<file path="config.mk">
export PLATFORM = sky130hd
export DESIGN_NAME = json_string_unescape_top
export DESIGN_NICKNAME = d
export VERILOG_FILES = /design/src/rtl/core/jsu_pkg.sv /design/src/rtl/core/jsu_front.sv /design/src/rtl/core/jsu_queue.sv /design/src/rtl/core/jsu_back.sv /design/src/rtl/core/json_string_unescape_top.sv
export SDC_FILE = /design/constraint.sdc
export NUM_CORES = 1
export LEC_CHECK = 0
export BUFFER_PORTS_ARGS = -buffer_cell sky130_fd_sc_hd__buf_2
export CAP_MARGIN = 20
export CORE_MARGIN = 4
export CORE_UTILIZATION = 33
export DETAILED_ROUTE_END_ITERATION = 7
export SLEW_MARGIN = 20
export SYNTH_ARGS = -nofsm -noshare
export SYNTH_HDL_FRONTEND = slang
export SYNTH_SLANG_ARGS = --single-unit
</file>
<file path="constraint.sdc">
create_clock -name clk -period 3.2 [get_ports clk]
set_clock_uncertainty 0.2 [all_clocks]
set_input_delay 0.16 -clock clk [delete_from_list [all_inputs] [get_ports clk]]
set_output_delay 0.16 -clock clk [all_outputs]
set_load 0.02 [all_outputs]
</file>
<file path="src/rtl/core/jsu_pkg.sv">
// ----------------------------------------------------------------------------
// JSON string unescape package
// Shared types, character codes and decode helpers for the unescape block.
// ----------------------------------------------------------------------------
package jsu_pkg;

    localparam int QUEUE_DEPTH = 4;

    localparam logic [7:0] CH_QUOTE  = 8'h22;
    localparam logic [7:0] CH_BSLASH = 8'h5C;
    localparam logic [7:0] CH_U      = 8'h75;

    localparam logic [7:0]  UTF_LEAD2   = 8'hC0;
    localparam logic [7:0]  UTF_LEAD3   = 8'hE0;
    localparam logic [7:0]  UTF_CONT    = 8'h80;
    localparam logic [15:0] UTF_TWO_MIN = 16'h0080;
    localparam logic [15:0] UTF_THR_MIN = 16'h0800;

    typedef enum logic [2:0] {
        PH_PLAIN = 3'd0,
        PH_ESC   = 3'd1,
        PH_HEX1  = 3'd2,
        PH_HEX2  = 3'd3,
        PH_HEX3  = 3'd4,
        PH_HEX4  = 3'd5
    } phase_t;

    typedef struct packed {
        logic [1:0]      cnt;
        logic [2:0][7:0] bytes;
        logic            byte_valid;
        logic            string_end;
        logic            unterminated;
    } cmd_t;

    function automatic logic [3:0] hex_value(input logic [7:0] h);
        logic [3:0] v;
        v = 4'd0;
        if (h >= 8'h30 && h <= 8'h39) v = 4'(h - 8'h30);
        else if (h >= 8'h61 && h <= 8'h66) v = 4'(h - 8'h57);
        else if (h >= 8'h41 && h <= 8'h46) v = 4'(h - 8'h37);
        return v;
    endfunction

    function automatic logic [7:0] escape_map(input logic [7:0] e);
        logic [7:0] r;
        case (e)
            8'h62:   r = 8'h08;
            8'h66:   r = 8'h0C;
            8'h6E:   r = 8'h0A;
            8'h72:   r = 8'h0D;
            8'h74:   r = 8'h09;
            default: r = e;
        endcase
        return r;
    endfunction

endpackage

</file>
<file path="src/rtl/core/jsu_front.sv">
// ----------------------------------------------------------------------------
// JSON string unescape front end
// Accepts raw string bytes, tracks escape state and builds one output command.
// ----------------------------------------------------------------------------
module jsu_front (
    input  logic        clk,
    input  logic        rst_n,
    input  logic        in_valid,
    input  logic [7:0]  in_byte,
    input  logic        in_eoi,
    input  logic        in_ready,
    output logic        push,
    output jsu_pkg::cmd_t cmd
);
    import jsu_pkg::*;

    phase_t      phase_reg, phase_next;
    logic [15:0] accum_reg, accum_next;
    logic [15:0] accum_shift;
    logic        accept;
    logic        in_escape;
    logic        closed;

    assign accept      = in_valid && in_ready;
    assign accum_shift = {accum_reg[11:0], hex_value(in_byte)};
    assign in_escape   = (phase_reg == PH_ESC) || (phase_reg == PH_HEX1) ||
                         (phase_reg == PH_HEX2) || (phase_reg == PH_HEX3) ||
                         (phase_reg == PH_HEX4);
    assign closed      = !in_escape && (in_byte == CH_QUOTE);
    assign push        = accept && (cmd.cnt != 2'd0);

    always_comb
    begin
        phase_next = PH_PLAIN;
        accum_next = accum_reg;
        case (phase_reg)
            PH_ESC:
            begin
                if (in_byte == CH_U)
                begin
                    phase_next = PH_HEX1;
                    accum_next = '0;
                end
            end
            PH_HEX1:
            begin
                phase_next = PH_HEX2;
                accum_next = accum_shift;
            end
            PH_HEX2:
            begin
                phase_next = PH_HEX3;
                accum_next = accum_shift;
            end
            PH_HEX3:
            begin
                phase_next = PH_HEX4;
                accum_next = accum_shift;
            end
            PH_HEX4:
            begin
                accum_next = '0;
            end
            default:
            begin
                if (in_byte == CH_BSLASH && !in_eoi)
                begin
                    phase_next = PH_ESC;
                end
            end
        endcase
        if (in_eoi && !closed)
        begin
            phase_next = PH_PLAIN;
            accum_next = '0;
        end
    end

    always_comb
    begin
        cmd = '0;
        case (phase_reg)
            PH_ESC:
            begin
                if (in_byte != CH_U)
                begin
                    cmd.cnt        = 2'd1;
                    cmd.bytes[0]   = escape_map(in_byte);
                    cmd.byte_valid = 1'b1;
                end
            end
            PH_HEX1, PH_HEX2, PH_HEX3:
            begin
                cmd.cnt = 2'd0;
            end
            PH_HEX4:
            begin
                cmd.byte_valid = 1'b1;
                if (accum_shift < UTF_TWO_MIN)
                begin
                    cmd.cnt      = 2'd1;
                    cmd.bytes[0] = accum_shift[7:0];
                end
                else if (accum_shift < UTF_THR_MIN)
                begin
                    cmd.cnt      = 2'd2;
                    cmd.bytes[0] = UTF_LEAD2 | {3'b000, accum_shift[10:6]};
                    cmd.bytes[1] = UTF_CONT | {2'b00, accum_shift[5:0]};
                end
                else
                begin
                    cmd.cnt      = 2'd3;
                    cmd.bytes[0] = UTF_LEAD3 | {4'b0000, accum_shift[15:12]};
                    cmd.bytes[1] = UTF_CONT | {2'b00, accum_shift[11:6]};
                    cmd.bytes[2] = UTF_CONT | {2'b00, accum_shift[5:0]};
                end
            end
            default:
            begin
                if (in_byte == CH_QUOTE)
                begin
                    cmd.cnt        = 2'd1;
                    cmd.string_end = 1'b1;
                end
                else if (!(in_byte == CH_BSLASH && !in_eoi))
                begin
                    cmd.cnt        = 2'd1;
                    cmd.bytes[0]   = in_byte;
                    cmd.byte_valid = 1'b1;
                end
            end
        endcase
        if (in_eoi && !closed)
        begin
            if (cmd.cnt == 2'd0)
            begin
                cmd.cnt = 2'd1;
            end
            cmd.unterminated = 1'b1;
        end
    end

    always_ff @(posedge clk or negedge rst_n)
    begin
        if (!rst_n)
        begin
            phase_reg <= PH_PLAIN;
            accum_reg <= '0;
        end
        else if (accept)
        begin
            phase_reg <= phase_next;
            accum_reg <= accum_next;
        end
    end

    a_eoi_rearms: assert property (@(posedge clk) disable iff (!rst_n)
        accept && in_eoi |=> phase_reg == PH_PLAIN)
        else $error("Phase did not return to plain mode after end of input.");

endmodule

</file>
<file path="src/rtl/core/jsu_queue.sv">
// ----------------------------------------------------------------------------
// JSON string unescape command queue
// Short first-in first-out buffer between the front end and the emitter.
// ----------------------------------------------------------------------------
module jsu_queue #(
    parameter int DEPTH = jsu_pkg::QUEUE_DEPTH
) (
    input  logic          clk,
    input  logic          rst_n,
    input  logic          push,
    input  jsu_pkg::cmd_t push_cmd,
    input  logic          pop,
    output logic          full,
    output logic          have,
    output jsu_pkg::cmd_t head
);
    import jsu_pkg::*;

    localparam int PTR_W = $clog2(DEPTH);
    localparam int CNT_W = $clog2(DEPTH + 1);

    cmd_t             entry_reg [DEPTH];
    logic [PTR_W-1:0] wr_ptr_reg, wr_ptr_next;
    logic [PTR_W-1:0] rd_ptr_reg, rd_ptr_next;
    logic [CNT_W-1:0] count_reg, count_next;

    assign full = (count_reg == CNT_W'(DEPTH));
    assign have = (count_reg != '0);
    assign head = entry_reg[rd_ptr_reg];

    always_comb
    begin
        wr_ptr_next = wr_ptr_reg;
        rd_ptr_next = rd_ptr_reg;
        count_next  = count_reg;
        if (push)
        begin
            wr_ptr_next = (wr_ptr_reg == PTR_W'(DEPTH - 1)) ? '0 : wr_ptr_reg + 1'b1;
        end
        if (pop)
        begin
            rd_ptr_next = (rd_ptr_reg == PTR_W'(DEPTH - 1)) ? '0 : rd_ptr_reg + 1'b1;
        end
        if (push && !pop)
        begin
            count_next = count_reg + 1'b1;
        end
        else if (pop && !push)
        begin
            count_next = count_reg - 1'b1;
        end
    end

    always_ff @(posedge clk)
    begin
        if (push)
        begin
            entry_reg[wr_ptr_reg] <= push_cmd;
        end
    end

    always_ff @(posedge clk or negedge rst_n)
    begin
        if (!rst_n)
        begin
            wr_ptr_reg <= '0;
            rd_ptr_reg <= '0;
            count_reg  <= '0;
        end
        else
        begin
            wr_ptr_reg <= wr_ptr_next;
            rd_ptr_reg <= rd_ptr_next;
            count_reg  <= count_next;
        end
    end

    a_no_overflow: assert property (@(posedge clk) disable iff (!rst_n)
        count_reg <= CNT_W'(DEPTH))
        else $error("Command queue count exceeds its depth.");

    a_no_underflow: assert property (@(posedge clk) disable iff (!rst_n)
        pop |-> have)
        else $error("Command queue popped while empty.");

endmodule

</file>
<file path="src/rtl/core/jsu_back.sv">
// ----------------------------------------------------------------------------
// JSON string unescape emitter
// Walks each queued command and drives its results through an output register.
// ----------------------------------------------------------------------------
module jsu_back (
    input  logic          clk,
    input  logic          rst_n,
    input  logic          have,
    input  jsu_pkg::cmd_t head,
    output logic          pop,
    output logic          out_valid,
    input  logic          out_ready,
    output logic [7:0]    out_byte,
    output logic [2:0]    out_user,
    output logic          out_last
);
    import jsu_pkg::*;

    logic [1:0] idx_reg, idx_next;
    logic       valid_reg, valid_next;
    logic [7:0] byte_reg;
    logic [2:0] user_reg;
    logic       last_reg;
    logic       load;
    logic       is_last;

    assign load      = have && (!valid_reg || out_ready);
    assign is_last   = (idx_reg == 2'(head.cnt - 2'd1));
    assign pop       = load && is_last;
    assign out_valid = valid_reg;
    assign out_byte  = byte_reg;
    assign out_user  = user_reg;
    assign out_last  = last_reg;

    always_comb
    begin
        idx_next   = idx_reg;
        valid_next = valid_reg;
        if (load)
        begin
            idx_next   = is_last ? 2'd0 : idx_reg + 2'd1;
            valid_next = 1'b1;
        end
        else if (out_ready)
        begin
            valid_next = 1'b0;
        end
    end

    always_ff @(posedge clk)
    begin
        if (load)
        begin
            byte_reg <= head.bytes[idx_reg];
            user_reg <= {head.unterminated & is_last, head.string_end, head.byte_valid};
            last_reg <= is_last;
        end
    end

    always_ff @(posedge clk or negedge rst_n)
    begin
        if (!rst_n)
        begin
            idx_reg   <= 2'd0;
            valid_reg <= 1'b0;
        end
        else
        begin
            idx_reg   <= idx_next;
            valid_reg <= valid_next;
        end
    end

    a_idx_in_range: assert property (@(posedge clk) disable iff (!rst_n)
        have |-> idx_reg < head.cnt)
        else $error("Result index runs past the command's result count.");

    a_error_on_last: assert property (@(posedge clk) disable iff (!rst_n)
        valid_reg && user_reg[2] |-> last_reg)
        else $error("Unterminated flag appeared on a result that is not the last.");

endmodule

</file>
<file path="src/rtl/core/json_string_unescape_top.sv">
// ----------------------------------------------------------------------------
// JSON string unescape top level
// Decodes the body of a JSON string into UTF-8 bytes, one raw byte per request.
// ----------------------------------------------------------------------------
// The slave channel takes one raw byte of the string body per request, starting
// after the opening quote; tlast marks the last available text byte. The master
// channel gives one decoded result per request: tdata holds the byte, tuser the
// flags, and tlast marks the last result caused by one input byte.
// A byte is classified in the cycle it is accepted and its results are placed
// in a command queue; from the queue they are loaded into the output register,
// which drives the master side. An input byte yields zero to three results,
// and the last hex digit of a \u escape can yield a three-byte UTF-8 sequence;
// the single output register sends one result per cycle while results are
// queued and the receiver is ready. Input is accepted every cycle while the
// queue of DEPTH commands has room.
// Reset puts the decoder in plain mode, empties the queue and drops tvalid.
// When the receiver stalls, the output holds, the queue fills and s_axis_tready
// falls; no result is lost.
// ----------------------------------------------------------------------------
module json_string_unescape_top #(
    parameter int DEPTH = jsu_pkg::QUEUE_DEPTH
) (
    input  logic       clk,
    input  logic       rst_n,
    input  logic       s_axis_tvalid,
    output logic       s_axis_tready,
    input  logic [7:0] s_axis_tdata,  // [7:0] in_byte
    input  logic       s_axis_tlast,
    output logic       m_axis_tvalid,
    input  logic       m_axis_tready,
    output logic [7:0] m_axis_tdata,  // [7:0] out_byte
    output logic [2:0] m_axis_tuser,  // [0] byte_valid, [1] string_end, [2] unterminated
    output logic       m_axis_tlast
);
    import jsu_pkg::*;

    logic full;
    logic have;
    logic push;
    logic pop;
    cmd_t push_cmd;
    cmd_t head;

    assign s_axis_tready = !full;

    jsu_front u_front (
        .clk      (clk),
        .rst_n    (rst_n),
        .in_valid (s_axis_tvalid),
        .in_byte  (s_axis_tdata),
        .in_eoi   (s_axis_tlast),
        .in_ready (s_axis_tready),
        .push     (push),
        .cmd      (push_cmd)
    );

    jsu_queue #(
        .DEPTH (DEPTH)
    ) u_queue (
        .clk      (clk),
        .rst_n    (rst_n),
        .push     (push),
        .push_cmd (push_cmd),
        .pop      (pop),
        .full     (full),
        .have     (have),
        .head     (head)
    );

    jsu_back u_back (
        .clk       (clk),
        .rst_n     (rst_n),
        .have      (have),
        .head      (head),
        .pop       (pop),
        .out_valid (m_axis_tvalid),
        .out_ready (m_axis_tready),
        .out_byte  (m_axis_tdata),
        .out_user  (m_axis_tuser),
        .out_last  (m_axis_tlast)
    );

endmodule
</file>
# [After elaboration in Yosys (flattened, before gate mapping)]
# Memory sizes are Yosys's and may differ from the RTL's.
# Index checks and enable logic that the tools add are counted.
[op_classes] n_addsub=9 order_cmp=9 n_eq_ne=19 mux=42 n_bitwise=1 n_reduce_logical=33
[op_table] operator="8-bit by 7-bit == test with 1-bit output (second input constant)" count=7
[op_table] operator="8-bit one-hot mux with 5 select lines" count=1
[op_table] operator="12-bit one-hot mux with 3 select lines" count=1
[op_table] operator="16-bit 2-to-1 mux" count=2
[op_table] operator="9-bit 2-to-1 mux" count=3
[op_table] operator="9-bit one-hot mux with 3 select lines" count=1
[op_table] operator="12-bit 2-to-1 mux" count=2
[op_table] operator="8-bit 2-to-1 mux" count=3
[op_table] operator="8-bit binary-select mux with 2-bit select" count=1
[op_table] operator="8-bit by 7-bit greater-or-equal comparator with 1-bit output (second input constant)" count=2
[op_table] operator="8-bit by 7-bit less-or-equal comparator with 1-bit output (second input constant)" count=2
[op_table] operator="16-bit by 12-bit less-than comparator with 1-bit output (second input constant)" count=1
[op_table] operator="16-bit by 8-bit less-than comparator with 1-bit output (second input constant)" count=1
[op_table] operator="3-bit one-hot mux with 5 select lines" count=1
[op_table] operator="14-bit 2-to-1 mux" count=1
[op_table] operator="2-bit 2-to-1 mux" count=7
[op_table] operator="1-bit logical AND" count=12
[op_table] operator="1-bit 2-to-1 mux" count=12
[op_table] operator="4-bit 2-to-1 mux" count=3
[op_table] operator="3-bit == test (second input constant)" count=3
[op_table] operator="3-bit 2-to-1 mux" count=3
[op_table] operator="8-bit by 6-bit == test with 1-bit output (second input constant)" count=1
[op_table] operator="8-bit by 6-bit greater-or-equal comparator with 1-bit output (second input constant)" count=1
[op_table] operator="8-bit by 6-bit less-or-equal comparator with 1-bit output (second input constant)" count=1
[op_table] operator="24 further kinds" count=41
[word_totals] reg_bits=37 ramBits=116 memories=1
[mem_list] name="u_queue.entry_reg" words=4 width=29 read_ports=1 rd_ports_with_merged_regs=0 write_ports=1 line_no="jsu_queue.sv:22" text="cmd_t entry_reg [DEPTH];"

# [Logic depth before layout (Yosys ltp)]
# Gate-level depths: netlist of run 1.
[logic_depth] depth_word=18 mapped_depth=12

# [Cells and area by module]
# A second synthesis of run 1 with hierarchy kept.
[unflattened] cells_unflattened=453 area_unflattened_um2=6972.9
[modules_own_cells] mod="jsu_queue" n_inst=1 cells_per_inst=188 area_each_um2=4601.9 seq_area_each_um2=3658.5
[modules_own_cells] mod="jsu_front" n_inst=1 cells_per_inst=203 area_each_um2=1630.3 seq_area_each_um2=375.4
[modules_own_cells] mod="jsu_back" n_inst=1 cells_per_inst=61 area_each_um2=737.0 seq_area_each_um2=435.4
[modules_own_cells] mod="json_string_unescape_top" n_inst=1 cells_per_inst=1 area_each_um2=3.8 seq_area_each_um2=0.0

# [Worst setup path before layout of run 1]
# OpenSTA, ideal clock, no wires.
[synth_timing] path_type="register -> register" from="register u_queue.rd_ptr_reg[0]" to="register u_queue.count_reg[2]" arrival_ns=2.612 required_time_ns=2.921 path_slack_ns=0.308 stages_incl_launch_ff=12 n_path_buf=0 path_cell_list="dfrtp_1 > mux4_2 > xnor2_1 > mux2i_2 > nor2_2 > inv_1 > ha_1 > inv_1 > fa_1 > xor2_1 > nor2_1 > xor2_1"
[synth_between] elab_chain_cells=7
[synth_rtl] item="from (decl)" line_no="jsu_queue.sv:24" text="logic [PTR_W-1:0] rd_ptr_reg, rd_ptr_next;"
[synth_rtl] item="from (signal assigned)" line_no="jsu_queue.sv:73" text="rd_ptr_reg <= rd_ptr_next;"
[synth_rtl] item="memory 4 x 29 bit (*)"
[synth_rtl] item="2-bit by 1-bit subtractor with 2-bit output (*)" line_no="jsu_back.sv:28" text="assign is_last = (idx_reg == 2'(head.cnt - 2'd1));"
[synth_rtl] item="2-bit == test (*)" line_no="jsu_back.sv:28"
[synth_rtl] item="1-bit logical AND (*)" line_no="jsu_back.sv:29" text="assign pop = load && is_last;"
[synth_rtl] item="1-bit zero test" line_no="jsu_queue.sv:44" text="if (push && !pop)"
[synth_rtl] item="1-bit logical AND" line_no="jsu_queue.sv:44"
[synth_rtl] item="3-bit 2-to-1 mux / 2-bit nonzero test (equally long branches)"
[synth_rtl] item="to (signal assigned)" line_no="jsu_queue.sv:74" text="count_reg <= count_next;"
[synth_rtl] item="to (decl)" line_no="jsu_queue.sv:25" text="logic [CNT_W-1:0] count_reg, count_next;"
# Every way passes the cells marked *; elsewhere a longest branch is shown, timed or not.
# A chain may end at the register's enable or synchronous reset.

# [Final worst setup path of run 1]
[layout_timing] from="register u_front.accum_reg[4]" to="register u_queue.count_reg[2]"
[layout_between] elab_chain_cells=12
[layout_rtl] item="from (decl)" line_no="jsu_front.sv:18" text="logic [15:0] accum_reg, accum_next;"
[layout_rtl] item="from (signal assigned)" line_no="jsu_front.sv:153" text="accum_reg <= accum_next;"
[layout_rtl] item="16-bit by 12-bit less-than comparator with 1-bit output" line_no="jsu_front.sv:104" text="else if (accum_shift < UTF_THR_MIN)"
[layout_rtl] item="1-bit 2-to-1 mux" line_no="jsu_front.sv:104"
[layout_rtl] item="2-bit 2-to-1 mux (*)" line_no="jsu_front.sv:99" text="if (accum_shift < UTF_TWO_MIN)"
[layout_rtl] item="2-bit one-hot mux with 3 select lines (*)" line_no="jsu_front.sv:82" text="case (phase_reg)"
[layout_rtl] item="2-bit zero test" line_no="jsu_front.sv:135" text="if (cmd.cnt == 2'd0)"
[layout_rtl] item="2-bit 2-to-1 mux" line_no="jsu_front.sv:135"
[layout_rtl] item="2-bit 2-to-1 mux (*)" line_no="jsu_front.sv:133" text="if (in_eoi && !closed)"
[layout_rtl] item="2-bit nonzero test (*)" line_no="jsu_front.sv:30" text="assign push = accept && (cmd.cnt != 2'd0);"
[layout_rtl] item="1-bit logical AND (*)" line_no="jsu_front.sv:30"
[layout_rtl] item="net push" line_no="json_string_unescape_top.sv:39" text="logic push;"
[layout_rtl] item="1-bit zero test" line_no="jsu_queue.sv:48" text="else if (pop && !push)"
[layout_rtl] item="1-bit logical AND" line_no="jsu_queue.sv:48"
[layout_rtl] item="2-bit nonzero test (no source line)"
# The timed path passes the listed nets; every way through them passes the cells marked *.

==> flow_metrics.env, run 1 <==
export IMPL_outcome="completed"
export IMPL_h_tree_depth=4
export IMPL_ys_flop_type="edfxtp_1"
export IMPL_num_rows=51
export IMPL_grt_pass1_wl_microns=21600
export IMPL_yosysSeqAreaShare_pct=64.5
export IMPL_mappedNetlistArea_sq_um=6550
export IMPL_place_gp_congestion=0.882
export IMPL_cp_startpoint="u_front.accum_reg[4]"
export IMPL_worstSkewPairLatency_ps=410
export IMPL_area_growth_syn_to_layout_pct=19.2
export IMPL_gr_max_usage_layer="met2"
export IMPL_grtUsageMet2_pct=20.0
export IMPL_drv_cap=0
export IMPL_slew_headroom_pct=49.8
export IMPL_ys_ff_latch=145
export IMPL_ant_nets=0
export IMPL_tightestPinTransition_ps=747
export IMPL_numPortBuffers=26
export IMPL_grt_max_degree=28
export IMPL_cts_buffers=17
export IMPL_rrSetupSlack_ps=220
export IMPL_cts_tree="done"
export IMPL_crit_chain="or4_4 -> a31oi_1 -> o21ai_1 -> a31oi_4 -> ha_1 -> inv_1 -> fa_1 -> xor2_1 -> nor2_1 -> xor2_1"
export IMPL_critPathArrivalTime_ps=3100
export IMPL_setup_viol=0
export IMPL_crit_path_start_kind="flop"
export IMPL_rsz0062_at_grt="no"
export IMPL_finalInstanceArea_sq_um=7810
export IMPL_drt_pre_antenna_iters=4
export IMPL_yosysWarnings=0
export IMPL_p_leak_uw=0.00283
export IMPL_grt_met1_usage_pct=17.2
export IMPL_cts_num_sinks=145
export IMPL_viasPerCell=5.06
export IMPL_power_density_nw_per_um2=828
export IMPL_yosysTopAreaCellShare_pct=55.0
export IMPL_worstHoldPathType="in2async"
export IMPL_cts_buffer_depth=2
export IMPL_core_sq_um=19500
export IMPL_crit_required_ps=3320
export IMPL_drcViolationCount=0
export IMPL_wire_per_inst_microns=17.2
export IMPL_crit_path_end_kind="flop"
export IMPL_fin_crit_ps=2980
export IMPL_dp_hpwl_microns=9120
export IMPL_grt_util_met3_pct=2.25
export IMPL_tns_ps=0
export IMPL_setup_ws_ps=222
export IMPL_ir_drop_mv=0.373
export IMPL_yosysTopAreaCell="edfxtp_1"
export IMPL_path_clk_slew_ps=60
export IMPL_finalWirelength_microns=13200
export IMPL_finalCoreUtilization_pct=40.0
export IMPL_dieWidth_microns=149
export IMPL_path_buf_inv=1
export IMPL_die_h_microns=149
export IMPL_dpl_worst_slack_ps=135
export IMPL_cp_max_fo=6
export IMPL_vias=3878
export IMPL_netlist_instances=434
export IMPL_initialDrtViolationCount=324
export IMPL_clk_root_buffer_cell="clkbuf_16"
export IMPL_drive_gt1_share_pct=24.3
export IMPL_boundaryPins=27
export IMPL_worstReg2RegStart="u_front.accum_reg[4]"
export IMPL_crit_slowest_cell="or4_4"
export IMPL_drv_slew=0
export IMPL_critical_path_top_delay_family="simple AND/OR/NAND/NOR gates"
export IMPL_diodes=0
export IMPL_cp_slowest_stage_delay_ps=570
export IMPL_antenna_found_initial=0
export IMPL_fmax_ghz=0.336
export IMPL_grtUsageTotal_pct=12.6
export IMPL_placed_cell_area_sq_um=7130
export IMPL_initial_core_util_pct=33.6
export IMPL_synth_avg_cell_area_sq_um=15.1
export IMPL_yosys_top_cells_area="edfxtp_1 55%, dfrtp_1 9.5%, mux4_2 8.9%"
export IMPL_fin_crit_sh_pct=93.1
export IMPL_finalHoldViolCount=0
export IMPL_dieArea_sq_um=22200
export IMPL_ys_async_sr_fraction_pct=17.2
export IMPL_largest_register_ffs=108
export IMPL_cp_common_cell="xor2_1"
export IMPL_synth_cell_types=66
export IMPL_fin_nets=514
export IMPL_synth_nets=459
export IMPL_globalRouteOverflowTotal=0
export IMPL_synth_edf_count=120
export IMPL_critPathKind="reg2reg"
export IMPL_grt_pass1_vias=3984
power by group:
group          leakage [uW]  switching, uW  internal (uW)
clock              0.000283            715           1290
sequential          0.00142            142           2510
combinational       0.00113            965            842
worst register-to-register path, cell delays in order (launching register included):
cell and delay (ps):
dfrtp_1 440, or4_4 570, a31oi_1 190, o21ai_1 120
a31oi_4 220, ha_1 210, inv_1 70, fa_1 420
xor2_1 150, nor2_1 120, xor2_1 170
layout by cell type, fill, tap and decap left out, types with 4 or more instances in the layout:
master / instances
edfxtp_1: 120
inv_1: 30
mux4_2: 26
buf_2: 26
dfrtp_1: 23
nor2_1: 22
nand2_1: 21
buf_4: 19
clkbuf_16: 17
o21ai_0: 13
a21oi_1: 12
ha_1: 11
and2_1: 10
mux2i_1: 9
a22o_1: 9
nor2b_1: 8
nand3_1: 8
o22ai_1: 8
nor3_1: 6
and3_1: 4
o31ai_1: 4
o2bb2ai_1: 4
clkinv_1: 4
bufinv_16: 4
dlygate4sd3_1: 4
buf_12: 4
path summary, 6_finish.rpt:
path / end / cells after the start
max: u_queue.count_reg[2] / 10
min: u_front.phase_reg[2] / 2
max reg2reg: u_queue.count_reg[2] / 10
min reg2reg: u_back.out_valid / 2
max in group asynchronous: u_queue.rd_ptr_reg[0] / 2
min in group clk: u_queue.entry_reg[3][8] / 2
through the flow:
step / hold WS (ps) / std cells / total power [uW]
after floorplan: -336 / 434 / 3930
after global placement: 8.68 / 727 / 4480
after detailed placement: 13.3 / 727 / 4510
after CTS: 70.8 / 763 / 6520
after global routing: 121 / 767 / 6830
final: 106 / 767 / 6470
cells in the mapped netlist, types with 9 or more instances:
cell and instances:
ha_1 11, o21ai_0 13, nand2_1 21, mux2i_1 9, inv_1 30, mux4_2 26, a21oi_1 12, a22o_1 9
nor2_1 22, dfrtp_1 25, and2_1 10, edfxtp_1 120
repair_timing:
item / 4_1_cts / 5_1_grt
resized for setup: 0 / 2
buffers inserted: 0 / 4
endpoints found under the setup margin: 0 / 1
hold endpoints to repair: 31 / 0
hold buffers: 4 / 0
final cells by class:
type / instances / area, sq um
Clock buffer: 19 / 433
Clock inverter: 13 / 168
Fill cell: 1821 / 11700
Inverter: 30 / 113
Multi-Input combinational cell: 242 / 2140
Sequential cell: 145 / 4230
Tap cell: 265 / 332
Timing Repair Buffer: 53 / 393
cells by family (layout without fill, tap and decap cells):
logic type | count (synthesis) | in the layout | synth area share [%]
adder cells (fa/ha/maj) | 12 | 12 | 2.41
XOR/XNOR | 5 | 5 | 0.668
AO/OA/AOI/OAI | 88 | 88 | 10.0
AND/OR/NAND/NOR | 96 | 96 | 7.98
multiplexers | 41 | 41 | 11.5
buffers and inverters | 47 | 115 | 2.88
flip-flops | 145 | 145 | 64.5
metal layers:
metal / vias up / wire [microns]
li1: 1807 / -
met1: 1952 / 6080
met2: 103 / 6370
met3: 16 / 549
met4: 0 / 200
met5: - / 0
(Power assumes the default switching activity.)
==> run 2, diff against run 1 <==
--- a/config.mk
+++ b/config.mk
@@ -5,6 +5,7 @@
 export SDC_FILE = /design/constraint.sdc
 export NUM_CORES = 1
 export LEC_CHECK = 0
+export ABC_AREA = 1
 export BUFFER_PORTS_ARGS = -buffer_cell sky130_fd_sc_hd__buf_2
 export CAP_MARGIN = 20
 export CORE_MARGIN = 4
==> run 2 against run 1 <==
Against the previous run: sequential share of layout area is 0.38 points lower; core utilization is 0.13 points lower; synthesized cell count up 44%; register-to-register slack better by 160 ps; clock power is essentially flat; largest cell class unchanged; global-route usage is 1.4 points higher; routed wire length is 13% higher.
==> flow_metrics.env, run 2 <==
export IMPL_clk_root_buffer_cell="clkbuf_16"
export IMPL_clkPwrFrac_pct=29.9
export IMPL_internal_power_uw=4370
export IMPL_switching_share_pct=34.3
export IMPL_synth_edf_count=120
export IMPL_worstHoldPathType="in2reg"
export IMPL_p_leak_uw=0.00307
export IMPL_grt_pass1_wl_microns=24600
export IMPL_cts_tree="done"
export IMPL_cts_buffers=17
export IMPL_ant_nets=0
export IMPL_yosysTopAreaCell="edfxtp_1"
export IMPL_dieWidth_microns=151
export IMPL_numPortBuffers=26
export IMPL_boundaryPins=27
export IMPL_dp_hpwl_microns=9870
export IMPL_diodes=0
export IMPL_ys_flop_type="edfxtp_1"
export IMPL_antenna_found_initial=0
export IMPL_h_tree_depth=4
export IMPL_power_density_nw_per_um2=847
export IMPL_drive_gt1_share_pct=19.0
export IMPL_initial_core_util_pct=34.0
export IMPL_ys_async_sr_fraction_pct=17.2
export IMPL_crit_chain="inv_1 -> nand4_1 -> nand2_1 -> nand2_1 -> nand2_1 -> nand2_2 -> nand3_4 -> nand2_4 -> inv_1 -> ha_1 -> inv_1 -> fa_1 -> a21oi_1 -> o21ai_0 -> xor2_1"
export IMPL_cp_slowest_stage_delay_ps=430
export IMPL_crit_path_end_kind="flop"
export IMPL_comb_power_share_pct=30.4
export IMPL_slew_headroom_pct=48.2
export IMPL_path_clk_slew_ps=60
export IMPL_finalCoreUtilization_pct=39.9
export IMPL_fin_crit_ps=2810
export IMPL_grt_pass1_vias=4741
export IMPL_dieArea_sq_um=22700
export IMPL_mappedNetlistArea_sq_um=6710
export IMPL_netlist_instances=624
export IMPL_final_cell_mix="120 x edfxtp_1, 104 x nand2_1, 77 x nor2_1"
export IMPL_grt_max_degree=28
export IMPL_synth_nets=649
export IMPL_fmax_ghz=0.355
export IMPL_yosysWarnings=0
export IMPL_ys_ff_latch=145
export IMPL_finalWirelength_microns=14900
export IMPL_yosys_top_cells_count="120 x edfxtp_1, 104 x nand2_1, 81 x nor2_1"
export IMPL_place_gp_congestion=0.906
export IMPL_outcome="completed"
export IMPL_drt_pre_antenna_iters=5
export IMPL_worstSkewPairLatency_ps=420
export IMPL_yosysMostFrequentCell="edfxtp_1"
export IMPL_rrSetupSlack_ps=390
export IMPL_globalRouteOverflowTotal=0
export IMPL_crit_slowest_cell="fa_1"
export IMPL_critPathKind="reg2reg"
export IMPL_crit_path_start_kind="flop"
export IMPL_critPathArrivalTime_ps=2910
export IMPL_fin_crit_sh_pct=87.9
export IMPL_yosysSeqAreaShare_pct=63.0
export IMPL_seq_power_share_pct=39.7
export IMPL_netSwitchingPower_uw=2290
export IMPL_drv_slew=0
export IMPL_cts_num_sinks=145
export IMPL_drcViolationCount=0
export IMPL_ctsResizeCount=0
export IMPL_drv_cap=0
export IMPL_yosys_top_cells_area="edfxtp_1 54%, dfrtp_1 9.3%, nand2_1 5.8%"
export IMPL_cts_buffer_depth=2
export IMPL_fin_nets=696
export IMPL_num_rows=51
export IMPL_ir_drop_mv=0.379
export IMPL_yosysTopAreaCellShare_pct=53.7
export IMPL_rsz0062_at_grt="no"
export IMPL_tightestPinTransition_ps=774
export IMPL_finalHoldViolCount=0
export IMPL_synth_avg_cell_area_sq_um=10.8
export IMPL_synth_cell_types=42
export IMPL_vias=4617
export IMPL_viasPerCell=4.87
export IMPL_grtUsageTotal_pct=14.0
export IMPL_tns_ps=0
export IMPL_setup_viol=0
export IMPL_initialDrtViolationCount=310
export IMPL_cp_max_fo=7
export IMPL_area_growth_syn_to_layout_pct=17.2
export IMPL_postCtsSetupRepairBufs=0
export IMPL_core_sq_um=19700
export IMPL_crit_required_ps=3300
export IMPL_wire_per_inst_microns=15.7
export IMPL_largest_register_ffs=108
export IMPL_die_h_microns=151
export IMPL_final_common_cell="edfxtp_1"
[run 2: changes by cell type in the layout (fill, tap and decap cells not counted), sizes merged, moves of 28 or more]
cell / previous run / this run
o22ai: 8 / 36
nand2: 21 / 117
inv: 30 / 62
nand3: 8 / 40
o21ai: 15 / 70
nor2: 23 / 90
[run 2: worst paths after layout]
| check | start | to | cells after the start |
|---|---|---|---|
| max in group asynchronous | rst_n | u_front.accum_reg[11] | 2 |
| hold reg to reg | u_queue.count_reg[0] | u_queue.count_reg[0] | 1 |
| min in group asynchronous | rst_n | u_back.out_valid | 2 |
| setup reg to reg | u_front.accum_reg[5] | u_queue.count_reg[2] | 15 |
| hold / removal | s_axis_tvalid | u_front.phase_reg[2] | 4 |
| setup / recovery | u_front.accum_reg[5] | u_queue.count_reg[2] | 15 |
[run 2: power groups by stage]
stage	combinational, uW	clock [uW]	sequential, uW
finish	2020	1990	2650
global route	2290	2110	2680
CTS	2060	2020	2650
detailed placement	2040	0	2690
global placement	2010	0	2680
floorplan	1280	0	2780
[run 2: area by class of cell]
type,instances,area [sq um]
sequential,145,4230
clock inverter,13,160
tap,265,332
clock buffer,19,433
fill,1896,11900
timing repair buffer,46,295
multi-input combinational,399,2180
inverter,62,236
[run 2: repair_timing]
item,4_1_cts,5_1_grt
setup endpoints to repair,0,0
endpoints found under the hold margin,42,0
hold buffers,6,0
[run 2: kinds of logic after synthesis]
kind of cell,share of synthesized area [%]
compound gates,11.4
xor+xnor,0.522
fa+ha+maj,2.35
buf+inv,4.76
flops,63.0
simple gates,17.9
[run 2: worst max-delay path: cells and delay by family, from the launching register on]
kind	cells	cell delay [ps]
xor gates and xnor gates	1	150
and+or+nand+nor	7	830
DFF	1	370
AOI/OAI and AO/OA	2	270
buffers and inverters	3	300
adders and majority gates	2	580
[run 2: layer usage]
layer	track usage, %	up-vias	share of wire (%)
met5	0	-	0
met4	5.71	0	1.9
met3	2.59	23	3.0
met2	22.7	82	47
met1	18.6	2246	48
li1	-	2266	-
[run 2: per-stage QoR]
| step | cells | hold slack, ps | instance area [sq um] | total power, uW | worst slack, ps |
|---|---|---|---|---|---|
| floorplan | 624 | -336 | 6710 | 4060 | 280 |
| global placement | 911 | 28.4 | 7210 | 4690 | 450 |
| detailed placement | 911 | 26.5 | 7210 | 4730 | 413 |
| CTS | 949 | 21.1 | 7860 | 6730 | 374 |
| global route | 949 | 50.0 | 7860 | 7080 | 184 |
| finish | 949 | 12.3 | 7860 | 6660 | 387 |
